`config.mk`:
```
export PLATFORM = sky130hd
export DESIGN_NAME = shift_rotate_compare_unit_core_flat
export DESIGN_NICKNAME = d
export VERILOG_FILES = /design/src/rtl/srcu_pkg.sv /design/src/rtl/srcu_req_if.sv /design/src/rtl/srcu_rsp_if.sv /design/src/rtl/srcu_exec.sv /design/src/rtl/shift_rotate_compare_unit_core.sv /design/src/flat_wrapper.sv
export VERILOG_INCLUDE_DIRS = /design/src /design/src/rtl
export SDC_FILE = /design/constraint.sdc
export NUM_CORES = 1
export LEC_CHECK = 0
export BUFFER_PORTS_ARGS = -buffer_cell sky130_fd_sc_hd__buf_2
export CAP_MARGIN = 20
export CORE_ASPECT_RATIO = 1.25
export CORE_UTILIZATION = 45
export CTS_CLUSTER_DIAMETER = 80
export DETAILED_ROUTE_END_ITERATION = 8
export PLACE_DENSITY = 0.61
export SLEW_MARGIN = 20
export SYNTH_ARGS = -nofsm -noshare
export SYNTH_HDL_FRONTEND = slang
export SYNTH_SLANG_ARGS = --single-unit
```
`constraint.sdc`:
```
create_clock -name clk -period 4.8 [get_ports clk]
set_input_delay 0.24 -clock clk [delete_from_list [all_inputs] [get_ports clk]]
set_output_delay 0.24 -clock clk [all_outputs]
set_load 0.02 [all_outputs]
```
`src/rtl/shift_rotate_compare_unit_core_macros.svh`:
```
// Assertion macros shared by the shift/rotate/compare unit RTL.
// No dependencies; included by files that carry concurrent checks.
`ifndef SHIFT_ROTATE_COMPARE_UNIT_CORE_MACROS_SVH
`define SHIFT_ROTATE_COMPARE_UNIT_CORE_MACROS_SVH

// Check that cons holds in the same cycle as ante.
`define SRCU_ASSERT_SAME(label, clk, rst_n, ante, cons, msg) \
	label: assert property (@(posedge clk) disable iff (!rst_n) (ante) |-> (cons)) \
		else $error(msg);

// Check that cons holds in the cycle after ante.
`define SRCU_ASSERT_NEXT(label, clk, rst_n, ante, cons, msg) \
	label: assert property (@(posedge clk) disable iff (!rst_n) (ante) |=> (cons)) \
		else $error(msg);

`endif

```
`src/rtl/srcu_pkg.sv`:
```
// Package for the shift/rotate/compare unit: operation codes, word types.
// No dependencies; used by the interfaces and all modules.
package srcu_pkg;

	localparam int unsigned DATA_W = 32;
	localparam int unsigned FUNC_W = 5;
	localparam int unsigned AMT_W  = 5;

	typedef enum logic [FUNC_W-1:0] {
		OP_SHLL    = 5'd0,
		OP_DT      = 5'd1,
		OP_SHAL    = 5'd2,
		OP_SHLR    = 5'd3,
		OP_CMPPZ   = 5'd4,
		OP_SHAR    = 5'd5,
		OP_ROTL    = 5'd6,
		OP_ROTCL   = 5'd7,
		OP_ROTR    = 5'd8,
		OP_CMPPL   = 5'd9,
		OP_ROTCR   = 5'd10,
		OP_SHLL2   = 5'd11,
		OP_SHLL8   = 5'd12,
		OP_SHLL16  = 5'd13,
		OP_SHLR2   = 5'd14,
		OP_SHLR8   = 5'd15,
		OP_SHLR16  = 5'd16,
		OP_SHAD    = 5'd17,
		OP_SHLD    = 5'd18
	} srcu_op_t;

	typedef struct packed {
		logic [FUNC_W-1:0] func;
		logic [DATA_W-1:0] dest_value;
		logic [DATA_W-1:0] amount_value;
		logic              t_in;
	} srcu_req_t;

	typedef struct packed {
		logic [DATA_W-1:0] dest_out;
		logic              t_out;
	} srcu_rsp_t;

endpackage

```
`src/rtl/srcu_req_if.sv`:
```
// Request channel: valid/ready handshake carrying one instruction word.
// Depends on srcu_pkg.
interface srcu_req_if import srcu_pkg::*; ();
	logic      valid;
	logic      ready;
	srcu_req_t data;

	modport source (output valid, output data, input ready);
	modport sink (input valid, input data, output ready);
endinterface

```
`src/rtl/srcu_rsp_if.sv`:
```
// Response channel: valid/ready handshake carrying one result word.
// Depends on srcu_pkg.
interface srcu_rsp_if import srcu_pkg::*; ();
	logic      valid;
	logic      ready;
	srcu_rsp_t data;

	modport source (output valid, output data, input ready);
	modport sink (input valid, input data, output ready);
endinterface

```
`src/rtl/srcu_exec.sv`:
```
// Combinational execute logic: shifts, rotates, decrement and zero test, sign compares.
// Depends on srcu_pkg.
module srcu_exec import srcu_pkg::*; (
	input  srcu_req_t req,
	output srcu_rsp_t rsp
);

	logic [DATA_W-1:0]   d;
	logic                msb;
	logic                lsb;
	logic [AMT_W-1:0]    n;
	logic [AMT_W:0]      rshamt;
	logic                fill;
	logic [2*DATA_W-1:0] ext;
	logic [2*DATA_W-1:0] ext_sh;
	logic [DATA_W-1:0]   dyn;
	logic [DATA_W-1:0]   dec;

	assign d   = req.dest_value;
	assign msb = d[DATA_W-1];
	assign lsb = d[0];
	assign n   = req.amount_value[AMT_W-1:0];
	assign dec = d - {{(DATA_W-1){1'b0}}, 1'b1};

	// Right shift by 32 - n; n of zero means a full-width shift.
	assign rshamt = (AMT_W+1)'(DATA_W) - {1'b0, n};
	assign fill   = (req.func == OP_SHAD) ? msb : 1'b0;
	assign ext    = {{DATA_W{fill}}, d};
	assign ext_sh = ext >> rshamt;
	assign dyn    = req.amount_value[DATA_W-1] ? ext_sh[DATA_W-1:0] : (d << n);

	always_comb begin
		rsp.dest_out = d;
		rsp.t_out    = req.t_in;
		case (req.func)
			OP_SHLL, OP_SHAL: begin
				rsp.t_out    = msb;
				rsp.dest_out = {d[DATA_W-2:0], 1'b0};
			end
			OP_DT: begin
				rsp.dest_out = dec;
				rsp.t_out    = (dec == '0);
			end
			OP_SHLR: begin
				rsp.t_out    = lsb;
				rsp.dest_out = {1'b0, d[DATA_W-1:1]};
			end
			OP_CMPPZ: rsp.t_out = ~msb;
			OP_SHAR: begin
				rsp.t_out    = lsb;
				rsp.dest_out = {msb, d[DATA_W-1:1]};
			end
			OP_ROTL: begin
				rsp.t_out    = msb;
				rsp.dest_out = {d[DATA_W-2:0], msb};
			end
			OP_ROTCL: begin
				rsp.t_out    = msb;
				rsp.dest_out = {d[DATA_W-2:0], req.t_in};
			end
			OP_ROTR: begin
				rsp.t_out    = lsb;
				rsp.dest_out = {lsb, d[DATA_W-1:1]};
			end
			OP_CMPPL: rsp.t_out = ~msb && (d != '0);
			OP_ROTCR: begin
				rsp.t_out    = lsb;
				rsp.dest_out = {req.t_in, d[DATA_W-1:1]};
			end
			OP_SHLL2:  rsp.dest_out = d << 2;
			OP_SHLL8:  rsp.dest_out = d << 8;
			OP_SHLL16: rsp.dest_out = d << 16;
			OP_SHLR2:  rsp.dest_out = d >> 2;
			OP_SHLR8:  rsp.dest_out = d >> 8;
			OP_SHLR16: rsp.dest_out = d >> 16;
			OP_SHAD, OP_SHLD: rsp.dest_out = dyn;
			default: ;
		endcase
	end

endmodule

```
`src/rtl/shift_rotate_compare_unit_core.sv`:
```
// Top level of the shift/rotate/compare unit: input register, execute, result register.
// Depends on srcu_pkg, srcu_req_if, srcu_rsp_if, srcu_exec and the macros header.
//
//   channel | role | word                                      | accepted when
//   --------+------+-------------------------------------------+---------------------
//   req     | sink | func, dest_value, amount_value, t_in      | req.valid & req.ready
//   rsp     | src  | dest_out, t_out                           | rsp.valid & rsp.ready
//
// Each word is registered in the input register (_s1), passes through the execute
// logic and is registered in the result register (_s2), from which the result is
// offered on rsp. One word is accepted every cycle while rsp.ready stays high;
// the execute logic between the two registers sets the cycle time.
// arst_n clears both valid flags; data registers are not reset.
// A stall on rsp holds the result register and backs up into the input register;
// req.ready drops only when both stages are full and rsp is stalled.
`include "shift_rotate_compare_unit_core_macros.svh"

module shift_rotate_compare_unit_core import srcu_pkg::*; (
	input  logic       clk,
	input  logic       arst_n,
	srcu_req_if.sink   req,
	srcu_rsp_if.source rsp
);

	logic      valid_s1;
	srcu_req_t data_s1;
	logic      valid_s2;
	srcu_rsp_t data_s2;
	srcu_rsp_t exec_rsp;
	logic      ready_s2;
	logic      ready_s1;

	// Stage 2 takes a new word when it is empty or its word leaves this cycle.
	assign ready_s2 = !valid_s2 || rsp.ready;
	// Stage 1 takes a new word when it is empty or its word moves on.
	assign ready_s1 = !valid_s1 || ready_s2;

	assign req.ready = ready_s1;

	// Input register: load on accept, drop valid when the word moves on.
	always_ff @(posedge clk or negedge arst_n) begin
		if (!arst_n) begin
			valid_s1 <= 1'b0;
		end else if (ready_s1) begin
			valid_s1 <= req.valid;
		end
	end

	always_ff @(posedge clk) begin
		if (ready_s1 && req.valid) begin
			data_s1 <= req.data;
		end
	end

	srcu_exec u_exec (
		.req (data_s1),
		.rsp (exec_rsp)
	);

	// Result register: advance when free, hold while rsp is stalled.
	always_ff @(posedge clk or negedge arst_n) begin
		if (!arst_n) begin
			valid_s2 <= 1'b0;
		end else if (ready_s2) begin
			valid_s2 <= valid_s1;
		end
	end

	always_ff @(posedge clk) begin
		if (ready_s2 && valid_s1) begin
			data_s2 <= exec_rsp;
		end
	end

	assign rsp.valid = valid_s2;
	assign rsp.data  = data_s2;

	// A taken request must sit in the input register next cycle.
	`SRCU_ASSERT_NEXT(a_accept_fills_s1, clk, arst_n, req.valid && req.ready, valid_s1,
		"accepted word lost before stage 1")

	// Both stages full under a stall: no room for another word.
	`SRCU_ASSERT_SAME(a_full_blocks, clk, arst_n, valid_s1 && valid_s2 && !rsp.ready,
		!req.ready, "request taken with pipeline full")

	// Compare ops leave the destination value unchanged.
	`SRCU_ASSERT_NEXT(a_cmp_keeps_dest, clk, arst_n,
		valid_s1 && ready_s2 && (data_s1.func == OP_CMPPZ || data_s1.func == OP_CMPPL),
		rsp.data.dest_out == $past(data_s1.dest_value), "compare changed destination")

	// Fixed shifts SHLL2 and SHLR16 and dynamic shifts SHAD and SHLD pass T through.
	`SRCU_ASSERT_NEXT(a_fixed_keeps_t, clk, arst_n,
		valid_s1 && ready_s2 && (data_s1.func == OP_SHLL2 || data_s1.func == OP_SHLR16 ||
		data_s1.func == OP_SHAD || data_s1.func == OP_SHLD),
		rsp.data.t_out == $past(data_s1.t_in), "T changed by a T-preserving op")

endmodule
```
`src/flat_wrapper.sv`:
```
// flat-port wrapper written by rule: the top's interface ports become plain ports
module shift_rotate_compare_unit_core_flat import srcu_pkg::*;
  (clk, arst_n, req_valid, req_data, req_ready, rsp_valid, rsp_data, rsp_ready);
  srcu_req_if req_i ();
  srcu_rsp_if rsp_i ();
  input  logic clk;
  input  logic arst_n;
  input wire logic [$bits(req_i.valid)-1:0] req_valid;
  input wire logic [$bits(req_i.data)-1:0] req_data;
  output wire logic [$bits(req_i.ready)-1:0] req_ready;
  output wire logic [$bits(rsp_i.valid)-1:0] rsp_valid;
  output wire logic [$bits(rsp_i.data)-1:0] rsp_data;
  input wire logic [$bits(rsp_i.ready)-1:0] rsp_ready;
  assign req_i.valid = req_valid;
  assign req_i.data = req_data;
  assign req_ready = req_i.ready;
  assign rsp_valid = rsp_i.valid;
  assign rsp_data = rsp_i.data;
  assign rsp_i.ready = rsp_ready;
  shift_rotate_compare_unit_core u_core (.clk(clk), .arst_n(arst_n), .req(req_i), .rsp(rsp_i));
endmodule
```
* Yosys cells after proc, flatten, opt, wreduce, memory -nomap -nowiden
Cells that the tools add are included.
** Word-level totals
- Output and inout bits :: 35
- Word-level logic and storage cells :: 49
- Flip-flop bits (word level) :: 105
** Cells by class
- Shift operators :: 2
- Bitwise operators :: 1
- $add $sub $neg :: 2
- Reduce and logical (&&, ||, !) cells :: 14
- Eq/ne operators :: 18
- Muxes and demuxes :: 4
** Operator list (count)
- one-hot mux 32 bit (15 select lines) :: 1
- >> shifter 64 x 6 -> 32 bit :: 1
- == test 5 x 4 -> 1 bit, second input constant :: 8
- logical NOT 32 bit :: 1
- 2-to-1 mux 32 bit :: 1
- nonzero test 32 bit :: 1
- << shifter 32 x 5 -> 32 bit :: 1
- subtractor 32 x 1 -> 32 bit, second input constant :: 1
- == test 5 x 3 -> 1 bit, second input constant :: 4
- == test 5 bit, second input constant :: 3
- == test 5 x 2 -> 1 bit, second input constant :: 2
- OR reduction 4 bit :: 2
- subtractor 6 x 5 -> 6 bit, first input constant :: 1
- == test 5 x 1 -> 1 bit, second input constant :: 1
- logical NOT 5 bit :: 1
- one-hot mux 1 bit (5 select lines) :: 1
- OR reduction 2 bit :: 2
- logical AND 1 bit :: 3
- logical NOT 1 bit :: 2
- logical OR 1 bit :: 2
- 2-to-1 mux 1 bit :: 1
- inverter 1 bit :: 1

* Longest topological paths before layout
- Depth in word-level cells :: 5
- Depth in mapped cells :: 16
- Gate-level depth less buffers :: 9

* Cells and area by module
A second synthesis with hierarchy kept.
** Unflattened totals
- Cells, all modules :: 1106
- Area total of the unflattened synthesis :: 10228.6 µm²
** Modules (own cells, without submodules)
- srcu_exec :: instances 1, area each 7031.7 µm², cells each 995, seq. area each 0.0 µm²
- shift_rotate_compare_unit_core :: instances 1, area each 3196.8 µm², cells each 111, seq. area each 3143.0 µm²

* Worst setup path before layout
OpenSTA, ideal clock, no wires.
- Path kind :: flip-flop to flip-flop
- Start point :: register u_core.data_s1[1] (netlist name)
- End point :: register u_core.data_s2, in the netlist u_core.rsp.data[3], data pin
- Arrival time :: 3281 ps
- Period minus slack after synthesis :: 3547 ps
- Stages on the path, launching flop included :: 16
- Library setup time :: 266 ps
- Path slack :: 1253 ps
- Cell sequence :: edfxtp_1 buf_6 buf_6 buf_4 inv_2 buf_2 ha_1 buf_2 buf_2 buf_1 mux4_2 mux4_2 a21oi_1 o21ai_0 nand2_1 a21oi_1
** RTL lines
- start: declaration :: RTL line shift_rotate_compare_unit_core.sv:26 : srcu_req_t data_s1;
- start signal: assignment :: RTL line shift_rotate_compare_unit_core.sv:51 : data_s1 <= req.data;
- end signal: assignment :: RTL line shift_rotate_compare_unit_core.sv:71 : data_s2 <= exec_rsp;
- end: declaration :: RTL line shift_rotate_compare_unit_core.sv:28 : srcu_rsp_t data_s2;

==> summary.md <==
| Metric | Value |
|---|---|
| Post-route ant nets | `0` |
| Clk slew on worst S/H paths | `0.07 ns` |
| Post-synth EDFFs | `a little under 80` |
| Syn avg cell area | `9.02 um^2` |
| Vias in the first global route | `9681` |
| Initial antenna violation count | `1` |
| Register bit total from synthesis | `79` |
| WL/cell | `30.1 um` |
| Main flop type after synthesis | `edfxtp_1` |
| Die Area | `22400 um^2` |
| Core area | `21500 um^2` |
| Tmin final | `3.86 ns` |
| Period utilization | `80.4%` |
| Slowest-stage cell, CP | `mux4_2` |
| Skew final | `0.00772 ns` |
| Routed wire length | `41500 um` |
| Rel. slew slack | `a little under a quarter` |
| Post-synthesis sequential area ratio | `24.1%` |
| Largest net degree at the start of global routing | `49` |
| Die height | `around 170 um` |
| Worst path arrival time | `3.93 ns` |
| Main combinational cell family by area after synthesis | `multiplexers` |
| Worst Path Class, Setup | `reg -> reg` |
| Share of power burned in registers | `33.9%` |
| Total power | `~2700 uW` |
| Pint | `about 1700 uW` |
| Logic pwr share | `40.4%` |
| Simple-gate share of the synthesized area | `about 18%` |
| Setup_tns | `0 ns` |
| Critical path depth in cells | `9` |
| Type of origin of the critical path | `flop` |
| First-pass GRT wire length | `62000 um` |
| Synth Area in Adders | `0.510%` |
| Tot GR Track Use | `37.5%` |
| TritonCTS clock tree | `yes` |
| Root buffer cell | `clkbuf_16` |
| Clk pwr share | `25.6%` |
| Syn Nets | `1166` |
| TritonCTS buffer count | `9` |
| Max Freq | `about 260 MHz` |
| 1st-iter DRT viols | `1643` |
| Area Growth Syn to Fin | `9.49%` |
| Final core occ | `50.0%` |
| Final Setup Violations | `0` |
| Critical R2R Capture | `u_core.rsp.data[6]` |
| CP startpoint | `u_core.data_s1[1]` |
| PD cells | `255 nW/um^2` |
| FP Rows | `60` |
| Synthesized instance count | `1088` |
| Outcome | `finished, final reports clean` |
| Sw frac | `a little under two fifths` |
| Synth top cells by count | `99 x clkbuf_1, 90 x nand2_1, 77 x edfxtp_1, 69 x mux4_2, 69 x nor2_1` |
| Depth of the CTS H-tree | `3` |
| Post-synth top area share | `23.6%` |
| Mux contribution to synthesized area | `23.9%` |
| Hold Vio Cnt, Final | `0` |
| R2R Path Start | `u_core.data_s1[1]` |
| Top-count cell post-synth | `clkbuf_1` |
| Reg2Reg Depth | `9` |
| Max-cap violations | `0` |
| Hold_ws | `0.0485 ns` |
| R2r setup slk | `0.94 ns` |
| Yosys cell types | `89` |
| Buf/Inv on CP | `2` |
| RePlAce Congestion | `about 0.98` |
| I/O pins | `109` |
| Vias per inst | `7.47` |
| RSZ-0062 raised after global routing | `false` |
| Async set-or-reset flop fraction in the synthesized netlist | `between 2 and 3%` |
| Delay-heaviest family, CP | `compound AO/OA/AOI/OAI gates` |
| Die W | `roughly 130 um` |
| Leak pwr | `0.00370 uW` |
| CP Capture Point | `u_core.rsp.data[6]` |
| Compound-cell area share of the yosys netlist | `23.9%` |
| Clock Latency Late Sink | `0.36 ns` |
| Yosys top cell by area | `edfxtp_1` |
| Ant. Diodes | `0` |
| Psw | `between 1000 and 1500 uW` |
| Clk buf depth | `2` |
| Critical Path Sink Type | `flop` |
| Max FO, Critical Path | `37` |
| Synth Area in XOR/XNOR | `2.38%` |
| Final nets | `1173` |
| Gr ovfl total | `0` |
| Post-CTS sizing | `0` |
| IO buf count | `82` |
| Share of cells above drive strength 1 | `a little over a quarter` |
| Hold Path Class | `in -> reg` |
| Max-slew violations | `0` |
| CTS Sinks | `79` |
| Worst VDD drop | `between 0.2 and 0.25 mV` |
| Starting Density | `45.7%` |
| Synth top area cells | `edfxtp_1 24%, mux4_2 16%, mux2i_1 4.3%` |
| Drc violations | `0` |
| Mapped cell area | `9810 um^2` |
| Routed via count | `10300` |
| Worst-margin pin slew | `1.15 ns` |
| Pre-antenna DRT Iters | `9` |
| Hpwl dp | `around 28000 um` |
| CP peak stage delay | `0.62 ns` |
| Ys Warns | `0` |
| WP data required | `4.87 ns` |
| Critical Path, Cell by Cell | `buf_4 > buf_4 > mux4_2 > nand2_1 > a21oi_1 > a211oi_1 > o21ba_2 > o21ai_0 > a21oi_1` |
[flip-flops by register name, indices dropped and copies added, names as in the netlist]
name / cells
u_core.valid_s1: 1
u_core.data_s1: 44
u_core.rsp.data: 33
u_core.rsp.valid: 1
[what timing repair did]
item	CTS	global route
endpoints found under the hold margin	2	0
hold buffers	1	0
buffers inserted	0	0
[per-stage QoR]
stage | cells | setup WS, ns | instance area (um^2)
floorplan | 1088 | 1.25 | 9810
global placement | 1362 | 1.17 | 10400
detailed placement | 1362 | 1.15 | 10400
CTS | 1379 | 1.13 | 10700
global route | 1379 | 0.867 | 10700
finish | 1379 | 0.942 | 10700
[power by group through the flow]
stage | Clock [uW] | Sequential (uW) | Combinational, uW
CTS | 704 | 921 | 1070
finish | 701 | 928 | 1110
global route | 735 | 928 | 1160
global placement | 0 | 932 | 1060
detailed placement | 0 | 935 | 1070
floorplan | 0 | 921 | 747
[area by class of cell]
| class | instances | area, um^2 |
|---|---|---|
| Tap cell | 279 | 349 |
| Inverter | 17 | 63.8 |
| Multi-Input combinational cell | 841 | 6770 |
| Clock inverter | 6 | 70.1 |
| Fill cell | 2075 | 10700 |
| Sequential cell | 79 | 2360 |
| Timing Repair Buffer | 147 | 901 |
| Clock buffer | 10 | 229 |
[per-layer routing]
metal	vias to the layer above	wire length, um	global-route usage, %
met5	-	9	0
met4	2	2930	21.9
met3	197	5200	8.11
met2	883	17700	55.1
met1	4882	15700	50.7
li1	4331	-	-
[worst min path at each step]
stage / startpoint / endpoint / slack [ns] / cells past startpoint
5_1_grt: req_data[58] / u_core.data_s1[58] / 0.04 / 1
3_3_place_gp: arst_n / u_core.valid_s1 / 0.03 / 1
4_1_cts: req_data[3] / u_core.data_s1[3] / 0.05 / 1
6_report: req_data[57] / u_core.data_s1[57] / 0.05 / 1
3_5_place_dp: arst_n / u_core.valid_s1 / 0.03 / 1
2_1_floorplan: arst_n / u_core.rsp.valid / -0.06 / 0
[logic make-up after synthesis]
group,count (synthesis)
compound gates,331
xor+xnor,25
flops,79
fa+ha+maj,4
mux,144
simple gates,337
buf+inv,168
[cells in the final DEF, fill, tap and decap left out, drive strengths merged, types with 27 or more instances in the layout]
cell type,synthesis,layout
mux2i,42,42
edfxtp,77,77
o21ai,55,55
a22oi,51,51
nand2,90,90
buf,51,146
nand3,39,39
mux2,33,33
mux4,69,69
nor2,69,69
nor3,37,37
a221oi,27,27
a21oi,61,61
Power figures use the tool's default switching activity.
